[config.mk]
export PLATFORM = sky130hd
export DESIGN_NAME = accumulating_stopwatch_bank
export DESIGN_NICKNAME = d
export VERILOG_FILES = /design/src/rtl/core/asw_pkg.sv /design/src/rtl/core/asw_cmd.sv /design/src/rtl/core/asw_accum.sv /design/src/rtl/core/accumulating_stopwatch_bank.sv
export SDC_FILE = /design/constraint.sdc
export NUM_CORES = 1
export LEC_CHECK = 0
export BUFFER_PORTS_ARGS = -buffer_cell sky130_fd_sc_hd__buf_2
export CORE_UTILIZATION = 55
export CTS_CLUSTER_DIAMETER = 150
export DETAILED_ROUTE_END_ITERATION = 16
export PLACE_DENSITY_LB_ADDON = 0.3
export SLEW_MARGIN = 20
export SYNTH_ARGS = -nofsm -noshare
export SYNTH_HDL_FRONTEND = slang
export SYNTH_SLANG_ARGS = --single-unit
export TNS_END_PERCENT = 100
[constraint.sdc]
create_clock -name clk -period 14.42 [get_ports clk]
set_input_delay 0.721 -clock clk [delete_from_list [all_inputs] [get_ports clk]]
set_output_delay 0.721 -clock clk [all_outputs]
set_load 0.02 [all_outputs]
[src/rtl/core/asw_pkg.sv]
package asw_pkg;

  // Command codes carried in the input transaction.
  localparam logic [2:0] CMD_ENABLE  = 3'd0;
  localparam logic [2:0] CMD_DISABLE = 3'd1;
  localparam logic [2:0] CMD_START   = 3'd2;
  localparam logic [2:0] CMD_STOP    = 3'd3;
  localparam logic [2:0] CMD_READ    = 3'd4;

  // Status codes returned with every result transaction.
  localparam logic [3:0] ST_ENABLED          = 4'd0;
  localparam logic [3:0] ST_ALREADY_ENABLED  = 4'd1;
  localparam logic [3:0] ST_DISABLED         = 4'd2;
  localparam logic [3:0] ST_ALREADY_DISABLED = 4'd3;
  localparam logic [3:0] ST_NOT_ENABLED      = 4'd4;
  localparam logic [3:0] ST_ALREADY_STARTED  = 4'd5;
  localparam logic [3:0] ST_STARTED          = 4'd6;
  localparam logic [3:0] ST_ALREADY_STOPPED  = 4'd7;
  localparam logic [3:0] ST_STOPPED          = 4'd8;
  localparam logic [3:0] ST_RUNNING          = 4'd9;
  localparam logic [3:0] ST_TOTAL            = 4'd10;
  localparam logic [3:0] ST_UNKNOWN          = 4'd11;

  // Nanoseconds per second, one bit wider than a nanosecond field.
  localparam logic [30:0] NS_PER_SEC = 31'd1000000000;
  // Largest legal nanosecond value.
  localparam logic [29:0] NS_MAX     = 30'd999999999;

  typedef struct packed {
    logic [2:0]  command;
    logic [2:0]  timer_index;
    logic [31:0] now_seconds;
    logic [29:0] now_nanoseconds;
  } in_t;

  typedef struct packed {
    logic [3:0]  status;
    logic [31:0] total_seconds;
    logic [29:0] total_nanoseconds;
  } out_t;

  // Update and read controls from the command decoder to the timer storage.
  typedef struct packed {
    logic [3:0] status;
    logic       en_set;
    logic       en_clr;
    logic       run_set;
    logic       run_clr;
    logic       start_wr;
    logic       accum_clr;
    logic       accum_wr;
    logic       total_rd;
  } ctl_t;

endpackage

[src/rtl/core/asw_cmd.sv]
module asw_cmd
  import asw_pkg::*;
(
  input  logic [2:0] command,
  input  logic       idx_ok,
  input  logic       enabled,
  input  logic       running,
  output ctl_t       ctl
);

  // Decode the command against the addressed timer's flags.
  always_comb begin
    ctl        = '0;
    ctl.status = ST_UNKNOWN;
    if (idx_ok) begin
      unique case (command)
        CMD_ENABLE: begin
          if (enabled) begin
            ctl.status = ST_ALREADY_ENABLED;
          end else begin
            ctl.status    = ST_ENABLED;
            ctl.en_set    = 1'b1;
            ctl.accum_clr = 1'b1;
          end
        end
        CMD_DISABLE: begin
          if (enabled) begin
            ctl.status = ST_DISABLED;
            ctl.en_clr = 1'b1;
          end else begin
            ctl.status = ST_ALREADY_DISABLED;
          end
        end
        CMD_START: begin
          if (!enabled) begin
            ctl.status = ST_NOT_ENABLED;
          end else if (running) begin
            ctl.status = ST_ALREADY_STARTED;
          end else begin
            ctl.status   = ST_STARTED;
            ctl.run_set  = 1'b1;
            ctl.start_wr = 1'b1;
          end
        end
        CMD_STOP: begin
          if (!enabled) begin
            ctl.status = ST_NOT_ENABLED;
          end else if (!running) begin
            ctl.status = ST_ALREADY_STOPPED;
          end else begin
            ctl.status   = ST_STOPPED;
            ctl.run_clr  = 1'b1;
            ctl.accum_wr = 1'b1;
          end
        end
        CMD_READ: begin
          if (!enabled) begin
            ctl.status = ST_NOT_ENABLED;
          end else if (running) begin
            ctl.status = ST_RUNNING;
          end else begin
            ctl.status   = ST_TOTAL;
            ctl.total_rd = 1'b1;
          end
        end
        default: begin
          ctl.status = ST_UNKNOWN;
        end
      endcase
    end
  end

endmodule

[src/rtl/core/asw_accum.sv]
module asw_accum
  import asw_pkg::*;
(
  input  logic [31:0] now_s,
  input  logic [29:0] now_ns,
  input  logic [31:0] start_s,
  input  logic [29:0] start_ns,
  input  logic [31:0] acc_s,
  input  logic [29:0] acc_ns,
  output logic [31:0] sum_s,
  output logic [29:0] sum_ns
);

  logic        borrow;
  logic [30:0] diff_ns;
  logic [30:0] d_ns;
  logic [31:0] d_s;
  logic [30:0] add_ns;
  logic        carry;
  logic [30:0] fix_ns;

  // Elapsed time since start, borrowing one second when the nanoseconds underflow.
  always_comb begin
    borrow  = now_ns < start_ns;
    diff_ns = {1'b0, now_ns} - {1'b0, start_ns};
    d_ns    = borrow ? (diff_ns + NS_PER_SEC) : diff_ns;
    d_s     = now_s - start_s - {31'd0, borrow};
  end

  // Add the elapsed time to the total, carrying a whole second when due.
  always_comb begin
    add_ns = {1'b0, acc_ns} + d_ns;
    carry  = add_ns >= NS_PER_SEC;
    fix_ns = carry ? (add_ns - NS_PER_SEC) : add_ns;
    sum_ns = fix_ns[29:0];
    sum_s  = acc_s + d_s + {31'd0, carry};
  end

endmodule

[src/rtl/core/accumulating_stopwatch_bank.sv]
// A command's result passes from the input register to the result register, where it is
// offered on the output; a stalled output can hold the command in the input register.
// Throughput: one command per cycle while the output is not stalled; the timer state is
// read, updated and written back between the input register and the result register.
// Reset: rst_n is synchronous and active low; it clears the valid bits and every timer's
// enable and running flags. Start times and totals are written before they are used.
module accumulating_stopwatch_bank
  import asw_pkg::*;
#(
  parameter int TIMER_COUNT = 8
) (
  input  logic clk,
  input  logic rst_n,
  input  logic in_valid,
  output logic in_stall,
  input  in_t  in_data,
  output logic out_valid,
  input  logic out_stall,
  output out_t out_data
);

  localparam int IDX_W = (TIMER_COUNT > 1) ? $clog2(TIMER_COUNT) : 1;
  localparam logic [5:0] TIMER_COUNT_6 = 6'(TIMER_COUNT);

  logic                   stage_vld_r;
  logic                   stage_vld_nxt;
  in_t                    stage_r;
  in_t                    stage_nxt;
  logic                   out_vld_r;
  logic                   out_vld_nxt;
  out_t                   out_r;
  out_t                   out_nxt;
  logic [TIMER_COUNT-1:0] en_flags_r;
  logic [TIMER_COUNT-1:0] en_flags_nxt;
  logic [TIMER_COUNT-1:0] run_flags_r;
  logic [TIMER_COUNT-1:0] run_flags_nxt;
  logic [31:0]            start_s_r [TIMER_COUNT];
  logic [29:0]            start_ns_r [TIMER_COUNT];
  logic [31:0]            acc_s_r [TIMER_COUNT];
  logic [29:0]            acc_ns_r [TIMER_COUNT];

  logic                   out_free;
  logic                   stage_fire;
  logic                   in_acc;
  logic [5:0]             idx_ext;
  logic                   idx_ok;
  logic [IDX_W-1:0]       tidx;
  logic [29:0]            now_ns_clamped;
  ctl_t                   ctl;
  logic [31:0]            sum_s;
  logic [29:0]            sum_ns;

  // Handshake: the output register frees when empty or taken.
  assign out_free   = !out_vld_r || !out_stall;
  assign stage_fire = stage_vld_r && out_free;
  assign in_stall   = stage_vld_r && !out_free;
  assign in_acc     = in_valid && !in_stall;
  assign out_valid  = out_vld_r;
  assign out_data   = out_r;

  // Out-of-range nanoseconds are pinned to the last legal value on entry.
  assign now_ns_clamped = (in_data.now_nanoseconds > NS_MAX) ? NS_MAX
                                                             : in_data.now_nanoseconds;

  // Input register contents with the nanoseconds already pinned.
  always_comb begin
    stage_nxt                 = in_data;
    stage_nxt.now_nanoseconds = now_ns_clamped;
  end

  // Timer selection.
  assign idx_ext = {3'b000, stage_r.timer_index};
  assign idx_ok  = idx_ext < TIMER_COUNT_6;
  assign tidx    = IDX_W'(idx_ext);

  asw_cmd u_cmd (
    .command (stage_r.command),
    .idx_ok  (idx_ok),
    .enabled (idx_ok && en_flags_r[tidx]),
    .running (idx_ok && run_flags_r[tidx]),
    .ctl     (ctl)
  );

  asw_accum u_accum (
    .now_s    (stage_r.now_seconds),
    .now_ns   (stage_r.now_nanoseconds),
    .start_s  (start_s_r[tidx]),
    .start_ns (start_ns_r[tidx]),
    .acc_s    (acc_s_r[tidx]),
    .acc_ns   (acc_ns_r[tidx]),
    .sum_s    (sum_s),
    .sum_ns   (sum_ns)
  );

  // Next values of the pipeline valid bits and the flag vectors.
  always_comb begin
    stage_vld_nxt = stage_vld_r;
    if (in_acc) begin
      stage_vld_nxt = 1'b1;
    end else if (stage_fire) begin
      stage_vld_nxt = 1'b0;
    end
    out_vld_nxt = out_free ? stage_vld_r : out_vld_r;

    en_flags_nxt  = en_flags_r;
    run_flags_nxt = run_flags_r;
    if (stage_fire) begin
      if (ctl.en_set) begin
        en_flags_nxt[tidx] = 1'b1;
      end
      if (ctl.en_clr) begin
        en_flags_nxt[tidx] = 1'b0;
      end
      if (ctl.run_set) begin
        run_flags_nxt[tidx] = 1'b1;
      end
      if (ctl.run_clr) begin
        run_flags_nxt[tidx] = 1'b0;
      end
    end
  end

  // Result of the command in the input register.
  always_comb begin
    out_nxt                   = '0;
    out_nxt.status            = ctl.status;
    if (ctl.total_rd) begin
      out_nxt.total_seconds     = acc_s_r[tidx];
      out_nxt.total_nanoseconds = acc_ns_r[tidx];
    end
  end

  // Control registers.
  always_ff @(posedge clk) begin
    if (!rst_n) begin
      stage_vld_r <= 1'b0;
      out_vld_r   <= 1'b0;
      en_flags_r  <= '0;
      run_flags_r <= '0;
    end else begin
      stage_vld_r <= stage_vld_nxt;
      out_vld_r   <= out_vld_nxt;
      en_flags_r  <= en_flags_nxt;
      run_flags_r <= run_flags_nxt;
    end
  end

  // Payload registers and per-timer times.
  always_ff @(posedge clk) begin
    if (in_acc) begin
      stage_r <= stage_nxt;
    end
    if (stage_fire) begin
      out_r <= out_nxt;
      if (ctl.start_wr) begin
        start_s_r[tidx]  <= stage_r.now_seconds;
        start_ns_r[tidx] <= stage_r.now_nanoseconds;
      end
      if (ctl.accum_clr) begin
        acc_s_r[tidx]  <= '0;
        acc_ns_r[tidx] <= '0;
      end else if (ctl.accum_wr) begin
        acc_s_r[tidx]  <= sum_s;
        acc_ns_r[tidx] <= sum_ns;
      end
    end
  end

`ifndef SYNTHESIS
  // An unknown command or timer leaves every flag as it was.
  a_unknown_no_change: assert property (@(posedge clk) disable iff (!rst_n)
    (stage_fire && ctl.status == ST_UNKNOWN)
      |=> ($stable(en_flags_r) && $stable(run_flags_r)))
    else $error("flags changed on an unknown command or timer");

  // Totals are returned only with the total status.
  a_total_only_on_read: assert property (@(posedge clk) disable iff (!rst_n)
    (out_vld_r && out_r.status != ST_TOTAL)
      |-> (out_r.total_seconds == '0 && out_r.total_nanoseconds == '0))
    else $error("nonzero total without total status");

  // A successful start leaves the timer running.
  a_start_sets_running: assert property (@(posedge clk) disable iff (!rst_n)
    (stage_fire && ctl.run_set) |=> run_flags_r[$past(tidx)])
    else $error("running flag not set after start");

  // A held command in the input register does not change.
  a_stage_holds: assert property (@(posedge clk) disable iff (!rst_n)
    (stage_vld_r && !out_free) |=> (stage_vld_r && $stable(stage_r)))
    else $error("input register changed while blocked");
`endif

endmodule
**After elaboration in Yosys (flattened, before gate mapping)**

Memories as Yosys holds them, arrays and structs flattened. A register that Yosys moved wholly into a read port is not among the register bits.
Index checks and enable logic that the tools add are counted.
Widths: inputs -> output; s select.

- Add/subtract/negate cells: 8
- Multiply operators: 0
- Divide/modulo/power cells: 0
- Order comparisons: 6
- Eq/ne operators: 4
- Shift-type cells: 0
- Multiplexer cells: 53
- Bitwise gates (word level): 7
- Reductions and logical operators: 13

Operator list:

| cell | number |
|---|---|
| $mux 30 | 2 |
| $mux 8 | 7 |
| $add 32x1->32 | 1 |
| $add 32x32->32 | 1 |
| $mux 32 | 1 |
| $sub 32x1->32 | 1 |
| $sub 32x32->32 | 1 |
| $add 30x31->31 | 1 |
| $add 31x30->31 const B | 1 |
| $ge 31x30->1 const B | 1 |
| $mux 31 | 1 |
| $sub 30x30->31 | 1 |
| $gt 30x30->1 const B | 1 |
| $lt 30x30->1 | 1 |
| $sub 30x30->30 const B | 1 |
| $mux 1 | 28 |
| $pmux 4 s5 | 1 |
| $and 8x8->8 | 2 |
| $or 8x8->8 | 2 |
| $mux 3 | 4 |
| $mux 4 | 3 |
| $lt 3x4->1 const B | 2 |
| $not 8->8 | 1 |
| $bmux 1 s3 | 2 |
| 12 further kinds | 24 |

- Register bits after elaboration: 152
- Bits in latches: 0
- RAM bits: 992
- Bits in read-only memories: 0
- Output and inout port bits: 68
- Word-level logic and storage cells: 106
- Memories kept: 4

Memory list:

| memory | words | width | rd ports | clocked after Yosys merged registers in | write ports | line | text |
|---|---|---|---|---|---|---|---|
| acc_s_r | 8 | 32 | 1 | 1 | 1 | accumulating_stopwatch_bank.sv:39 | `logic [31:0] acc_s_r [TIMER_COUNT];` |
| start_s_r | 8 | 32 | 1 | 1 | 1 | accumulating_stopwatch_bank.sv:37 | `logic [31:0] start_s_r [TIMER_COUNT];` |
| acc_ns_r | 8 | 30 | 1 | 1 | 1 | accumulating_stopwatch_bank.sv:40 | `logic [29:0] acc_ns_r [TIMER_COUNT];` |
| start_ns_r | 8 | 30 | 1 | 1 | 1 | accumulating_stopwatch_bank.sv:38 | `logic [29:0] start_ns_r [TIMER_COUNT];` |

**Depth between registers and ports, before layout**

- Word-level depth: 12
- Depth in mapped cells: 51
- Gate-level depth less buffers: 43

**Modules after synthesis**

Synthesis repeated with hierarchy kept, for this count alone.

- Cells, all modules: 3321
- Area total of the unflattened synthesis: 52489.1 µm²

Modules (own cells, without submodules):

| module | instances | cells an instance | area each (µm²) | seq. area each (µm²) |
|---|---|---|---|---|
| accumulating_stopwatch_bank | 1 | 2253 | 44671.6 | 34232.8 |
| asw_accum | 1 | 1033 | 7589.8 | 0.0 |
| asw_cmd | 1 | 35 | 227.7 | 0.0 |

**Least setup slack after synthesis**

No wires, ideal clock.

- Kind: flip-flop to flip-flop
- From: register with a tool-made name
- To: memory acc_s_r[0][30] (data pin)
- Data arrival time: 12.033 ns
- Required time: 14.215 ns
- Path slack: 2.182 ns
- Cell stages (with the launch flop): 52
- Path buffers: 10
- Clock period less this slack: 12.238 ns
- Cell sequence: dfxtp_1 clkbuf_1 clkbuf_1 buf_1 clkbuf_1 buf_1 mux4_2 mux2i_1 ha_1 clkbuf_1 nand3_1 nor4_1 nand2_1 and2_1 a211oi_1 nor2_1 o21ai_0 a21oi_1 (+16 left out) inv_6 buf_6 buf_2 fa_1 fa_1 fa_1 nor2b_1 o21ai_0 a21boi_0 o21ai_0 a211oi_1 o31ai_1 a21oi_1 o2111ai_1 a21boi_0 o41a_1 xnor2_1 nor2_1

RTL lines:

| what | line |
|---|---|
| end, declared | accumulating_stopwatch_bank.sv:39 |

==> metrics.yaml <==
drt:
  viasPerCell: 6.19
  wl_per_cell_um: 25.7
  first_pass_iters: 5
  wirelength_mm: 115
  antenna_left: 0
  drc_errors: 0
  drtIter0Drc: 3043
  route.vias.total: 27802
placement:
  gp_congestion: 0.895
  placed_area_mm2: 0.0532
  numPortBuffers: 139
  place.detailed.hpwl_mm: 74.8
  place_ws_ps: 1330
grt:
  grt_pass1_wl_mm: 173
  track_usage: 0.249
  grt_max_degree: 63
  met1_usage: 0.372
  grt_overflow: 0
  gr-max-usage-layer: "met2"
  grt_use_met2: 0.389
  grt_pass1_vias: 27809
  antenna_found_initial: 1
  grt_use_met3: 0.0378
flow_run:
  maxCapViolations: 0
clock_tree:
  cts.sinks: 1147
  numCtsBuffers: 109
  postCtsSetupRepairBufs: 0
  cts_tree: "yes"
  ctsRootBufferMaster: "clkbuf_16"
  htreeDepth: 3
  clk_pin_slew_ps: 60
  cts_buffer_depth: 3
  ctsResizeCount: 0
  insertion_delay_ps: 700
  hold_buffers: 0
critical_path:
  crit_buf_inv: 4
  cp-start-kind: "register"
  path_max_fanout: 40
  crit_required_ps: 14830
  crit_top_cell: "o21ai_0"
  worstSetupPathType: "reg -> reg"
  path_delay_family: "compound AO/OA/AOI/OAI gates"
  crit_path_max_incr_delay_ps: 860
  crit_path_end_kind: "register"
  worst_path_max_delay_cell: "dfxtp_4"
  crit_arrival_ps: 13650
floorplan:
  die_w_um: 307
  die_h_um: 307
  die-area_mm2: 0.0939
  start_util: 0.556
  num_rows: 111
  core-area_mm2: 0.0918
  pin_count: 140
synth:
  avgSynthCellArea_um2: 17.1
  ys_types: 88
  yosysWarningCount: 0
  syn-num-nets: 3224
  async_reset_ff_frac: 0
  syn_inst: 2991
  synth_edf_count: 1126
  ys_seq_elements: 1147
  synth_area_mm2: 0.0510
  synthFlopType: "edfxtp_1"
  yosysSeqAreaShare: 0.671
cells_and_area:
  finish.utilization: 0.619
  area_growth_pct: 11.3
  design_area_mm2: 0.0568
  drive_gt1_frac: 0.232
  diodes: 0
  nNetsFinal: 3391
  n_fill_cell: 6424
power_and_ir_drop:
  power.density_mw_per_mm2: 149
  power_leakage_nw: 20.1
  irDropWorstVdd_uv: 109
timing:
  holdWs_ps: 199
  fin_crit_ps: 13240
  setup_viol: 0
  rsz0062_at_grt: "no"
  skew_ps: 28.1
  finalCritPeriodShare: 0.918
  finalSetupTns_ps: 0
  relSlewSlack: 0.241
  finalHoldViolCount: 0
  drv_slew: 0
  worstMarginPinSlew_ps: 1140
  fin_ws_ps: 1180
  max_freq_ghz: 0.0755
min_path:
  hp-class: "in -> reg"
outcome:
  status: "complete, no violations"
flip-flops by register name (all words and copies together) (netlist names), named ones only:
name and count:
stage_vld_r 1, start_s_r 256, run_flags_r 1, acc_s_r 256, acc_ns_r 240, out_valid 1, out_data 66, stage_r 65
start_ns_r 240, tidx 3, en_flags_r 8
placed cells by master, fill, tap and decap left out, types with 48 or more instances in the layout:
master	count
edfxtp_1	1126
ha_1	126
nor2_1	104
inv_1	134
clkbuf_16	110
mux4_2	248
buf_2	139
mux2_2	94
nor2b_1	82
o21ai_0	55
a21oi_1	112
nand2_1	88
nor3_1	48
worst paths after layout:
| path | start | cells after the start | slack (ps) | end |
|---|---|---|---|---|
| worst max register to register | register | 42 | 1180 | acc_s_r[3][20] |
| worst max-delay path | register | 42 | 1180 | acc_s_r[3][20] |
| worst min register to register | stage_vld_r | 2 | 530 | out_valid |
| worst min-delay path | in_data[47] | 1 | 200 | stage_r[47] |
worst reg2reg max path: cells and delay by family (launching register included):
kind,cells,cell delay [ps]
adder cells (fa/ha/maj),6,2330
buffers and inverters,4,1140
AO/OA/AOI/OAI,20,4920
AND/OR/NAND/NOR,7,2230
flip-flops,1,860
multiplexers,2,670
XOR/XNOR,3,830
layer usage:
layer | up-vias | wire length, um
li1 | 12206 | -
met5 | - | 0
met3 | 138 | 8730
met4 | 0 | 2010
met2 | 1100 | 54200
met1 | 14358 | 50200
cell families after synthesis:
family | synth area share
fa+ha+maj | 0.0447
compound gates | 0.0566
xor+xnor | 0.0135
simple gates | 0.0561
flops | 0.671
buf+inv | 0.0195
mux | 0.138
synth_stat cells (44+ instances only):
library cell	count	area (um^2)
a21oi_1	112	561
clkbuf_1	85	319
edfxtp_1	1126	33800
ha_1	126	1580
inv_1	135	507
mux2_2	94	1060
mux4_2	248	5590
nand2_1	88	330
nor2_1	120	450
nor2b_1	82	513
nor3_1	48	240
o21ai_0	55	275
xnor2_1	44	385
power breakdown:
group	switching [mW]	internal [mW]	total [mW]	leakage, nW
clock	1.20	1.67	2.86	1.75
combinational	1.16	0.754	1.92	7.17
sequential	0.0465	3.66	3.71	11.2
total	2.40	6.08	8.48	20.1
per-stage QoR:
step / cells / power (mW)
6_report: 4488 / 8.48
5_1_grt: 4488 / 8.85
4_1_cts: 4488 / 8.51
3_5_place_dp: 4290 / 5.66
3_3_place_gp: 4290 / 5.65
2_1_floorplan: 2991 / 5.21
area by class of cell:
class,count,area (um^2),area share
inverters,136,515,0.00908
clock inverters,64,726,0.0128
well taps,1243,1560,0.0274
flip-flops and latches,1147,34200,0.603
clock buffers,134,2840,0.0501
repair buffers,179,996,0.0175
multi-input cells,1585,15900,0.280
(Power assumes the default switching activity.)
